`src/design/fcts_pkg.sv`:
```
// Shared types and constants for the floor and ceiling texel span block.
`timescale 1ns / 1ps

package fcts_pkg;

  localparam int COORD_W    = 32;
  localparam int ROW_W      = 12;
  localparam int DIM_W      = 13;
  localparam int TEX_OUT_W  = 6;
  localparam int CFG_IDX_W  = 3;
  localparam int CFG_DATA_W = 24;

  localparam int DEF_TEX_WIDTH  = 64;
  localparam int DEF_TEX_HEIGHT = 64;

  localparam logic [DIM_W-1:0] RST_SCREEN_WIDTH  = DIM_W'(640);
  localparam logic [DIM_W-1:0] RST_SCREEN_HEIGHT = DIM_W'(480);

  // magnitudes of the saturation limits of signed Q16.16
  localparam logic [COORD_W-1:0] Q_MAX_MAG = 32'h7FFF_FFFF;
  localparam logic [COORD_W-1:0] Q_MIN_MAG = 32'h8000_0000;

  typedef enum logic [CFG_IDX_W-1:0] {
    CFG_SCREEN_WIDTH   = 3'd0,
    CFG_SCREEN_HEIGHT  = 3'd1,
    CFG_FLOOR_FLAT     = 3'd2,
    CFG_CEILING_FLAT   = 3'd3,
    CFG_FLOOR_COLOUR   = 3'd4,
    CFG_CEILING_COLOUR = 3'd5
  } cfg_reg_t;

  typedef enum logic [3:0] {
    ST_IDLE,
    ST_ZFORM,
    ST_ZABS,
    ST_ZDIV,
    ST_DSAT,
    ST_BFORM,
    ST_BABS,
    ST_MUL,
    ST_WDIV,
    ST_FIN
  } setup_state_t;

  typedef struct packed {
    logic        [ROW_W-1:0]   row;
    logic signed [COORD_W-1:0] cam_pos_x;
    logic signed [COORD_W-1:0] cam_pos_y;
    logic signed [COORD_W-1:0] cam_height;
    logic signed [COORD_W-1:0] view_dir_x;
    logic signed [COORD_W-1:0] view_dir_y;
    logic signed [COORD_W-1:0] screen_plane_x;
    logic signed [COORD_W-1:0] screen_plane_y;
    logic        [DIM_W-1:0]   height;
    logic        [DIM_W-1:0]   width_eff;
  } row_req_t;

  typedef struct packed {
    logic [COORD_W-1:0] step_x;
    logic [COORD_W-1:0] step_y;
    logic [COORD_W-1:0] world_x;
    logic [COORD_W-1:0] world_y;
    logic [ROW_W-1:0]   row;
  } row_res_t;

  typedef struct packed {
    logic busy;
    logic done;
  } setup_status_t;

endpackage

```
`src/design/fcts_row_setup.sv`:
```
// Row-start engine: row distance, column step and start position on one shared adder.
`timescale 1ns / 1ps

module fcts_row_setup (
  input  logic                    clk,
  input  logic                    rst,
  input  logic                    start,
  input  fcts_pkg::row_req_t      req,
  output fcts_pkg::setup_status_t status,
  output fcts_pkg::row_res_t      res
);
  import fcts_pkg::*;

  localparam int ALU_W     = 66;
  localparam int WK_W      = 65;
  localparam int REM_W     = 14;
  localparam int DIV_STEPS = 64;
  localparam int MUL_STEPS = 33;
  localparam int CNT_W     = $clog2(DIV_STEPS);
  localparam int HALF_W    = DIM_W - 1;

  localparam logic [CNT_W-1:0] DIV_LAST = CNT_W'(DIV_STEPS - 1);
  localparam logic [CNT_W-1:0] MUL_LAST = CNT_W'(MUL_STEPS - 1);
  localparam logic [1:0]       JOB_LAST = 2'd3;

  setup_state_t state, state_next;
  logic [CNT_W-1:0] cnt, cnt_next;
  logic [1:0]       job, job_next;
  logic             done;

  row_req_t         req_q;
  logic [ROW_W-1:0] p;
  logic             row_above;
  logic [WK_W-1:0]  wk;
  logic [REM_W-1:0] rem;
  logic             zneg;
  logic             dneg;
  logic             bneg;
  logic [COORD_W-1:0] dm;

  logic [ALU_W-1:0] alu_a, alu_b, alu_sum;
  logic             alu_sub;

  logic [HALF_W-1:0]  half;
  logic [COORD_W-1:0] sel_plane, sel_dir, sel_pos, sat_val;
  logic               ovf_pos, ovf_neg;

  function automatic logic [ALU_W-1:0] sext32(input logic [COORD_W-1:0] v);
    return {{(ALU_W-COORD_W){v[COORD_W-1]}}, v};
  endfunction

  // the one adder shared by the forming, absolute value, divide, multiply and final steps
  assign alu_sum = alu_a + (alu_sub ? ~alu_b : alu_b) + ALU_W'(alu_sub);

  assign half      = req.height[DIM_W-1:1];
  assign sel_plane = job[0] ? req_q.screen_plane_y : req_q.screen_plane_x;
  assign sel_dir   = job[0] ? req_q.view_dir_y : req_q.view_dir_x;
  assign sel_pos   = job[0] ? req_q.cam_pos_y : req_q.cam_pos_x;

  assign ovf_pos = !alu_sum[ALU_W-1] && (alu_sum[ALU_W-2:COORD_W-1] != '0);
  assign ovf_neg = alu_sum[ALU_W-1] && (alu_sum[ALU_W-2:COORD_W-1] != '1);
  assign sat_val = ovf_pos ? Q_MAX_MAG : (ovf_neg ? Q_MIN_MAG : alu_sum[COORD_W-1:0]);

  always_comb begin
    alu_a   = '0;
    alu_b   = '0;
    alu_sub = 1'b0;
    unique case (state)
      ST_ZFORM: begin
        alu_a   = ALU_W'({req_q.height, 15'b0});
        alu_b   = sext32(req_q.cam_height);
        alu_sub = !row_above;
      end
      ST_ZABS, ST_BABS: begin
        alu_b   = {wk[WK_W-1], wk};
        alu_sub = 1'b1;
      end
      ST_ZDIV: begin
        alu_a   = ALU_W'({rem, wk[63]});
        alu_b   = ALU_W'(p);
        alu_sub = 1'b1;
      end
      ST_WDIV: begin
        alu_a   = ALU_W'({rem, wk[63]});
        alu_b   = ALU_W'(req_q.width_eff);
        alu_sub = 1'b1;
      end
      ST_BFORM: begin
        if (job[1]) begin
          alu_a   = sext32(sel_dir);
          alu_b   = sext32(sel_plane);
          alu_sub = 1'b1;
        end else begin
          alu_a = sext32(sel_plane) << 1;
        end
      end
      ST_MUL: begin
        alu_a = ALU_W'(wk[WK_W-1:33]);
        alu_b = wk[0] ? ALU_W'(dm) : '0;
      end
      ST_FIN: begin
        alu_a   = job[1] ? sext32(sel_pos) : '0;
        alu_b   = ALU_W'(wk[63:16]);
        alu_sub = dneg ^ bneg;
      end
      default: begin
        alu_a = '0;
      end
    endcase
  end

  always_comb begin
    state_next = state;
    cnt_next   = cnt;
    job_next   = job;
    unique case (state)
      ST_IDLE: begin
        if (start) begin
          state_next = ST_ZFORM;
          job_next   = '0;
        end
      end
      ST_ZFORM: state_next = ST_ZABS;
      ST_ZABS: begin
        state_next = ST_ZDIV;
        cnt_next   = '0;
      end
      ST_ZDIV: begin
        if (cnt == DIV_LAST) begin
          state_next = ST_DSAT;
          cnt_next   = '0;
        end else begin
          cnt_next = cnt + CNT_W'(1);
        end
      end
      ST_DSAT:  state_next = ST_BFORM;
      ST_BFORM: state_next = ST_BABS;
      ST_BABS: begin
        state_next = ST_MUL;
        cnt_next   = '0;
      end
      ST_MUL: begin
        if (cnt == MUL_LAST) begin
          state_next = job[1] ? ST_FIN : ST_WDIV;
          cnt_next   = '0;
        end else begin
          cnt_next = cnt + CNT_W'(1);
        end
      end
      ST_WDIV: begin
        if (cnt == DIV_LAST) begin
          state_next = ST_FIN;
          cnt_next   = '0;
        end else begin
          cnt_next = cnt + CNT_W'(1);
        end
      end
      ST_FIN: begin
        job_next   = job + 2'd1;
        state_next = (job == JOB_LAST) ? ST_IDLE : ST_BFORM;
      end
      default: state_next = ST_IDLE;
    endcase
  end

  always_ff @(posedge clk) begin
    if (rst) begin
      state <= ST_IDLE;
    end else begin
      state <= state_next;
    end
  end

  always_ff @(posedge clk) begin
    if (rst) begin
      cnt  <= '0;
      job  <= '0;
      done <= 1'b0;
    end else begin
      cnt  <= cnt_next;
      job  <= job_next;
      done <= (state == ST_FIN) && (job == JOB_LAST);
    end
  end

  always_ff @(posedge clk) begin
    unique case (state)
      ST_IDLE: begin
        if (start) begin
          req_q     <= req;
          row_above <= req.row > half;
          p         <= (req.row > half) ? (req.row - half) : (half - req.row);
        end
      end
      ST_ZFORM: wk <= alu_sum[WK_W-1:0];
      ST_ZABS: begin
        zneg <= wk[WK_W-1];
        if (wk[WK_W-1]) begin
          wk <= alu_sum[WK_W-1:0];
        end
        rem <= '0;
      end
      ST_ZDIV, ST_WDIV: begin
        // restoring step: trial subtract of the divisor from the shifted remainder
        if (!alu_sum[ALU_W-1]) begin
          rem       <= alu_sum[REM_W-1:0];
          wk[63:0]  <= {wk[62:0], 1'b1};
        end else begin
          rem       <= {rem[REM_W-2:0], wk[63]};
          wk[63:0]  <= {wk[62:0], 1'b0};
        end
      end
      ST_DSAT: begin
        dneg <= zneg;
        if (p == '0) begin
          dm <= zneg ? Q_MIN_MAG : Q_MAX_MAG;
        end else if (!zneg) begin
          dm <= (wk[63:0] > 64'(Q_MAX_MAG)) ? Q_MAX_MAG : wk[COORD_W-1:0];
        end else begin
          dm <= (wk[63:0] > 64'(Q_MIN_MAG)) ? Q_MIN_MAG : wk[COORD_W-1:0];
        end
      end
      ST_BFORM: wk <= alu_sum[WK_W-1:0];
      ST_BABS: begin
        // multiplier operand: high half clear, low half the magnitude
        bneg <= wk[WK_W-1];
        wk   <= {32'b0, (wk[WK_W-1] ? alu_sum[32:0] : wk[32:0])};
        rem  <= '0;
      end
      ST_MUL: wk <= {alu_sum[32:0], wk[32:1]};
      ST_FIN: begin
        unique case (job)
          2'd0: res.step_x  <= sat_val;
          2'd1: res.step_y  <= sat_val;
          2'd2: res.world_x <= sat_val;
          2'd3: res.world_y <= sat_val;
          default: res.world_y <= sat_val;
        endcase
        res.row <= req_q.row;
      end
      default: begin
        rem <= rem;
      end
    endcase
  end

  assign status.busy = (state != ST_IDLE) || done;
  assign status.done = done;

endmodule

```
`src/design/floor_ceiling_texel_span.sv`:
```
// Top level: config registers, row start hand-off and per-column texel stepping.
// Row start (kind 0): once accepted, the block stays busy through row setup
//   (one 64-step division for the row distance, four 33-step multiplies and two
//   64-step divisions for the steps, all on the one shared adder in row setup).
// Column (kind 1): result sits in the output register next cycle,
//   one column per cycle while the output side keeps taking beats.
// Reset (rst, synchronous): no row active, output empty, width 640, height 480.
`timescale 1ns / 1ps

module floor_ceiling_texel_span #(
  parameter int TEX_WIDTH  = fcts_pkg::DEF_TEX_WIDTH,
  parameter int TEX_HEIGHT = fcts_pkg::DEF_TEX_HEIGHT
) (
  input  logic                                 clk,
  input  logic                                 rst,
  // config write port
  input  logic                                 cfg_write,
  input  logic [fcts_pkg::CFG_IDX_W-1:0]       cfg_index,
  input  logic [fcts_pkg::CFG_DATA_W-1:0]      cfg_data,
  // input beats
  input  logic                                 in_valid,
  output logic                                 in_ready,
  input  logic                                 kind,
  input  logic [fcts_pkg::ROW_W-1:0]           row,
  input  logic signed [fcts_pkg::COORD_W-1:0]  cam_pos_x,
  input  logic signed [fcts_pkg::COORD_W-1:0]  cam_pos_y,
  input  logic signed [fcts_pkg::COORD_W-1:0]  cam_height,
  input  logic signed [fcts_pkg::COORD_W-1:0]  view_dir_x,
  input  logic signed [fcts_pkg::COORD_W-1:0]  view_dir_y,
  input  logic signed [fcts_pkg::COORD_W-1:0]  screen_plane_x,
  input  logic signed [fcts_pkg::COORD_W-1:0]  screen_plane_y,
  // result beats
  output logic                                 out_valid,
  input  logic                                 out_ready,
  output logic [fcts_pkg::ROW_W-1:0]           column,
  output logic [fcts_pkg::ROW_W-1:0]           floor_row,
  output logic [fcts_pkg::ROW_W-1:0]           ceiling_row,
  output logic [fcts_pkg::TEX_OUT_W-1:0]       tex_u,
  output logic [fcts_pkg::TEX_OUT_W-1:0]       tex_v,
  output logic                                 last_in_row
);
  import fcts_pkg::*;

  // config; flat selects and colours belong to the downstream shader, so
  // those writes are taken and dropped here
  logic [DIM_W-1:0] screen_width;
  logic [DIM_W-1:0] screen_height;
  logic [DIM_W-1:0] width_eff;

  // column stepping state
  logic [COORD_W-1:0] world_x, world_y, step_x, step_y;
  logic [DIM_W-1:0]   next_column;
  logic [ROW_W-1:0]   active_row;
  logic               row_running;

  row_req_t      setup_req;
  row_res_t      setup_res;
  setup_status_t setup_st;

  logic row_fire, col_fire, col_emit, col_last;

  // texel from the fraction of a world coordinate, truncated toward zero
  function automatic logic [TEX_OUT_W-1:0] texel(input logic [COORD_W-1:0] w,
                                                 input logic [COORD_W-1:0] tex);
    logic [15:0] frac;
    logic [31:0] prod;
    logic [15:0] t;
    frac = w[COORD_W-1] ? (16'd0 - w[15:0]) : w[15:0];
    prod = {16'b0, frac} * tex;
    t    = prod[31:16];
    if (w[COORD_W-1]) begin
      t = 16'd0 - t;
    end
    return t[TEX_OUT_W-1:0] & TEX_OUT_W'(tex - 32'd1);
  endfunction

  assign width_eff = (screen_width == '0) ? DIM_W'(1) : screen_width;

  // new beats only when setup is quiet and the output register has room
  assign in_ready = !setup_st.busy && (!out_valid || out_ready);
  assign row_fire = in_valid && in_ready && !kind;
  assign col_fire = in_valid && in_ready && kind;
  assign col_emit = col_fire && row_running;
  assign col_last = ({1'b0, next_column} + 14'd1) >= {1'b0, width_eff};

  always_ff @(posedge clk) begin
    if (rst) begin
      screen_width  <= RST_SCREEN_WIDTH;
      screen_height <= RST_SCREEN_HEIGHT;
    end else if (cfg_write) begin
      unique case (cfg_reg_t'(cfg_index))
        CFG_SCREEN_WIDTH:   screen_width  <= cfg_data[DIM_W-1:0];
        CFG_SCREEN_HEIGHT:  screen_height <= cfg_data[DIM_W-1:0];
        CFG_FLOOR_FLAT:     screen_width  <= screen_width;
        CFG_CEILING_FLAT:   screen_width  <= screen_width;
        CFG_FLOOR_COLOUR:   screen_width  <= screen_width;
        CFG_CEILING_COLOUR: screen_width  <= screen_width;
        default:            screen_width  <= screen_width;
      endcase
    end
  end

  always_comb begin
    setup_req.row            = row;
    setup_req.cam_pos_x      = cam_pos_x;
    setup_req.cam_pos_y      = cam_pos_y;
    setup_req.cam_height     = cam_height;
    setup_req.view_dir_x     = view_dir_x;
    setup_req.view_dir_y     = view_dir_y;
    setup_req.screen_plane_x = screen_plane_x;
    setup_req.screen_plane_y = screen_plane_y;
    setup_req.height         = screen_height;
    setup_req.width_eff      = width_eff;
  end

  fcts_row_setup u_setup (
    .clk    (clk),
    .rst    (rst),
    .start  (row_fire),
    .req    (setup_req),
    .status (setup_st),
    .res    (setup_res)
  );

  // row state: loaded when setup finishes, advanced by each column beat of a running row
  always_ff @(posedge clk) begin
    if (rst) begin
      out_valid   <= 1'b0;
      row_running <= 1'b0;
      next_column <= '0;
      active_row  <= '0;
      world_x     <= '0;
      world_y     <= '0;
      step_x      <= '0;
      step_y      <= '0;
    end else begin
      if (col_emit) begin
        out_valid <= 1'b1;
      end else if (out_valid && out_ready) begin
        out_valid <= 1'b0;
      end
      if (setup_st.done) begin
        world_x     <= setup_res.world_x;
        world_y     <= setup_res.world_y;
        step_x      <= setup_res.step_x;
        step_y      <= setup_res.step_y;
        active_row  <= setup_res.row;
        next_column <= '0;
        row_running <= 1'b1;
      end else if (col_emit) begin
        world_x   <= world_x + step_x;
        world_y   <= world_y + step_y;
        if (col_last) begin
          row_running <= 1'b0;
          next_column <= '0;
        end else begin
          next_column <= next_column + DIM_W'(1);
        end
      end
    end
  end

  // output payload
  always_ff @(posedge clk) begin
    if (col_emit) begin
      column      <= next_column[ROW_W-1:0];
      floor_row   <= active_row;
      ceiling_row <= screen_height[ROW_W-1:0] - active_row - ROW_W'(1);
      tex_u       <= texel(world_x, 32'(TEX_WIDTH));
      tex_v       <= texel(world_y, 32'(TEX_HEIGHT));
      last_in_row <= col_last;
    end
  end

  // a row start always hands over to setup for the next cycle
  a_row_start_busy: assert property (@(posedge clk) disable iff (rst)
    row_fire |=> !in_ready)
    else $error("input taken right after a row start");

  // the final column of a row closes it
  a_last_closes_row: assert property (@(posedge clk) disable iff (rst)
    (col_emit && col_last) |=> !row_running)
    else $error("row still running after its last column");

  // setup finish opens the row exactly once
  a_done_pulse: assert property (@(posedge clk) disable iff (rst)
    setup_st.done |=> (!setup_st.done && row_running))
    else $error("setup done not a single pulse into a running row");

endmodule
```
`config.mk`:
```
export PLATFORM = sky130hd
export DESIGN_NAME = floor_ceiling_texel_span
export DESIGN_NICKNAME = d
export VERILOG_FILES = /design/src/design/fcts_pkg.sv /design/src/design/fcts_row_setup.sv /design/src/design/floor_ceiling_texel_span.sv
export SDC_FILE = /design/constraint.sdc
export NUM_CORES = 1
export LEC_CHECK = 0
export ABC_AREA = 0
export BUFFER_PORTS_ARGS = -buffer_cell sky130_fd_sc_hd__buf_2
export CAP_MARGIN = 5
export CORE_MARGIN = 10
export CORE_UTILIZATION = 40
export CTS_CLUSTER_DIAMETER = 150
export DETAILED_ROUTE_END_ITERATION = 16
export PLACE_DENSITY = 0.58
export SYNTH_ARGS = -nofsm -noshare
export SYNTH_HDL_FRONTEND = slang
export SYNTH_SLANG_ARGS = --single-unit
```
`constraint.sdc`:
```
create_clock -name clk -period 38 [get_ports clk]
set_input_delay 3.8 -clock clk [delete_from_list [all_inputs] [get_ports clk]]
set_output_delay 3.8 -clock clk [all_outputs]
set_load 0.005 [all_outputs]
```
==> flow_summary.toml <==
[clock_tree]
clock_sinks = 772
cts-root-to-sink-buffers = 3
number_of_buffers_inserted_during_clock_tree_synthesis = 84
clock_tree.htree_level_count = 3
ctsRootBufferMaster = "clkbuf_16"
cts_tree = "built"
post-cts-setup-buffer-count = 0
clk_lat_worst_skew_ns = 0.68
postCtsHoldBufs = 0
postCtsResizedCells = 0
clock_transition_at_the_registers_of_the_reported_paths_ns = 0.06

[place]
dpl-instance-area_um2 = 42700
gpl.final_weighted_congestion = 0.977
dpl.hpwl_um = 95900
number_of_i_o_port_buffers = 308
dp_slack_ns = 28.59

[timing]
hold_viol = 0
setup_ws_ns = 28.30
period_minus_slack_ns = 9.70
tns_ns = 0
unrepaired_setup_endpoints_after_global_routing = "no"
drv_slew = 0
clock-skew-final_ns = 0.0292
setup_violations = 0
slew_headroom_pct = 11.5
worst-slew-pin-transition_ns = 1.32
clock.fmax_mhz = 103
final.period_utilization_pct = 25.5

[detailed_routing]
detail_route.drc_violations = 0
route.detailed.vias_per_inst = 5.86
first_pass_iters = 8
initialDrtViolationCount = 3502
detail_route.wl_per_cell_um = 25.2
ant_nets = 0
drt-total-wl_um = 132000
route.vias.total = 30700

[logic_synthesis]
share_of_the_synthesized_netlist_area_taken_by_xor_and_xnor_gates_pct = 4.22
combinational_family_with_the_most_area_after_synthesis = "compound AO/OA/AOI/OAI gates"
synthSimpleGateAreaFrac_pct = 11.3
yosys_most_used_dff = "edfxtp_1"
synth_area_um2 = 39900
postSynthRegisterBits = 772
number_of_enable_type_register_cells_in_the_synthesized_netlist = 578
postSynthNetCount = 4109
synth.avg_cell_area_um2 = 10.9
ys_warn_count = 0
post_synth_mux_area_share_pct = 4.98
syn-instance-count = 3652
synth_seq_area_share_pct = 53.3
share_of_async_settable_or_async_resettable_flops_after_synthesis_pct = 0
yosys.area_share.adder_pct = 6.01
number_of_distinct_library_cells_after_synthesis = 83
synth_compound_gate_area_share_pct = 16.9

[power_and_ir_drop]
pwr_density_cell_nw_per_um2 = 81.9
max-vdd-ir-drop_v = 0.0000510
power_leakage_nw = 16.8

[finish]
ff_latch_area_um2 = 21200
post-route-util_pct = 46.2
drive_gt1_share_pct = 14.8
synthToLayoutAreaGrowth_pct = 14.3
layout.filler_cells = 9118
layout.nets = 4350
multi_input_area_um2 = 17400
final_non_filler_cell_area_um2 = 45600

[worst_hold_path]
worstHoldPathType = "reg -> reg"

[floorplanning]
floorplan.rows = 115
initial_utilization_pct = 40.4
die_height_um = 336
fp.coreArea_um2 = 98600
dieArea_um2 = 113000
design.portCount = 320
floorplan.die.width_um = 336

[grt]
grt_pass1_wl_um = 197000
antenna_found_initial = 4
grt_pass1_vias = 30100
groute.usage.overall_pct = 22.9
pin_count_of_the_biggest_net_entering_global_routing = 89
grt-ovfl-total = 0

[worst_setup_path]
setup.worst_path.start_class = "flop"
setup.worst_path.class = "reg -> reg"
cp_data_required_time_ns = 38.30
worst_ep_arrival_time_ns = 10.00
end_kind = "flop"
crit_path_max_fanout = 34

[run]
max-cap-violations = 0

[run_status]
outcome = "finished, final reports clean"
critical path, cell delays in order (launching register included):
cell       delay (ns)
dfxtp_1          0.96
nor3b_2          0.30
buf_4            0.39
a211o_1          0.77
or3_1            0.95
mux2_2           0.44
inv_1            0.14
fa_1             0.44
nand2b_1         0.19
a21oi_1          0.23
o2111ai_1        0.25
a21oi_1          0.29
o21ai_0          0.39
o21ai_0          0.64
o21ai_0          0.36
o21ai_0          0.56
xnor2_1          0.31
o21ai_0          0.18
nor4b_1          0.31
nand4_1          0.19
o31ai_4          0.26
buf_4            0.36
o21ai_0          0.36
layout make-up:
cell class | instances | share of cell area [%]
inverter | 126 | 1.04
tap | 1287 | 3.53
antenna | 2 | 0.0110
sequential | 772 | 46.6
multi-input combinational | 2545 | 38.3
clock inverter | 49 | 1.24
clock buffer | 106 | 4.95
timing repair buffer | 364 | 4.32
metrics by stage:
stage | total power, W | hold WS (ns) | instances
after floorplan | 0.00215 | 0.400 | 3652
after global placement | 0.00283 | 0.402 | 5094
after detailed placement | 0.00283 | 0.405 | 5094
after CTS | 0.00368 | 0.417 | 5249
after global routing | 0.00385 | 0.423 | 5250
final | 0.00373 | 0.414 | 5251
cells in the mapped netlist, types with 18 or more instances:
library cell  number  area share (%)
inv_1            124             1.2
nand4_1           31            0.49
a211oi_1          22            0.41
o21a_1            18            0.34
mux2_2            28            0.79
mux2i_1          149             3.7
dfxtp_1          194             9.7
nand3b_1          25            0.47
xnor2_1          138             3.0
nor4_1            32            0.50
a21oi_1          253             3.2
a221oi_1          37            0.81
a21o_1            90             1.7
xor2_1            54             1.2
o21bai_1          26            0.49
edfxtp_1         578              44
nand2_1          322             3.0
nor2_1           289             2.7
a222oi_1          66             1.7
o21ai_0          201             2.5
ha_1             182             5.7
a22oi_1           79             1.5
buf_1             24            0.23
clkbuf_1         172             1.6
nor3_1            47            0.59
and3_1            27            0.42
o21ai_1           32            0.40
a31oi_1           18            0.28
nand2b_1          39            0.61
o211ai_1          39            0.73
nand3_1           66            0.83
nor2b_1           23            0.36
flip-flops by register name, indices dropped and copies added (netlist names), 2 cells and up:
| name | flops |
|---|---|
| ceiling_row | 12 |
| tex_u | 6 |
| step_x | 32 |
| screen_height | 13 |
| u_setup.p | 12 |
| column | 12 |
| active_row | 12 |
| screen_width | 13 |
| world_y | 32 |
| u_setup.rem | 14 |
| step_y | 32 |
| next_column | 13 |
| u_setup.req_q | 262 |
| u_setup.job | 2 |
| tex_v | 6 |
| u_setup.dm | 32 |
| u_setup.state | 4 |
| world_x | 32 |
| floor_row | 12 |
| u_setup.cnt | 6 |
| u_setup.wk | 65 |
| u_setup.res | 140 |
power by group:
group	switching [W]	total, W	internal [W]
registers	0.000150	0.00129	0.00114
clock network	0.000353	0.000839	0.000487
logic	0.00115	0.00160	0.000458
per-layer routing:
metal	part of all wire [%]	up-vias	global-route usage [%]
met5	0.042	-	0
met4	3.7	8	7.79
met3	8.2	280	4.98
met2	46	1292	36.6
met1	42	14900	30.5
li1	-	14200	-
path summary, 6_finish.rpt:
kind | startpoint | endpoint | slack, ns | cells past startpoint
worst max-delay path | u_setup.state[1] | u_setup.res[76] | 28.30 | 22
worst min-delay path | u_setup.req_q[257] | u_setup.res[7] | 0.41 | 0
worst max register to register | u_setup.state[1] | u_setup.res[76] | 28.30 | 22
worst min register to register | u_setup.req_q[257] | u_setup.res[7] | 0.41 | 0
cell usage in the layout, fill, tap and decap left out, types with 18 or more instances in the layout:
| cell type | n |
|---|---|
| buf_2 | 307 |
| nand4_1 | 31 |
| xnor2_1 | 138 |
| nand2_1 | 321 |
| a21o_1 | 90 |
| inv_1 | 124 |
| nor2b_1 | 23 |
| mux2_2 | 28 |
| nand3b_1 | 25 |
| mux2i_1 | 149 |
| a21oi_1 | 253 |
| a211oi_1 | 22 |
| edfxtp_1 | 578 |
| a31oi_1 | 18 |
| nor3_1 | 45 |
| buf_4 | 56 |
| xor2_1 | 54 |
| o21ai_0 | 200 |
| nand3_1 | 66 |
| and3_1 | 27 |
| o211ai_1 | 39 |
| nand2b_1 | 39 |
| o21bai_1 | 26 |
| a222oi_1 | 66 |
| nor4_1 | 32 |
| o21ai_1 | 31 |
| o21a_1 | 18 |
| a221oi_1 | 37 |
| dfxtp_1 | 191 |
| a22oi_1 | 79 |
| nor2_1 | 283 |
| clkbuf_16 | 85 |
| ha_1 | 182 |
cell families (layout without fill, tap and decap cells):
kind of cell	count (synthesis)	count (layout)
AO/OA/AOI/OAI	1008	1008
XOR/XNOR	192	192
adder cells (fa/ha/maj)	188	188
buffers and inverters	335	645
flip-flops	772	772
multiplexers	185	185
other	0	2
AND/OR/NAND/NOR	972	972
No activity file was read; power rests on OpenSTA's default activity.
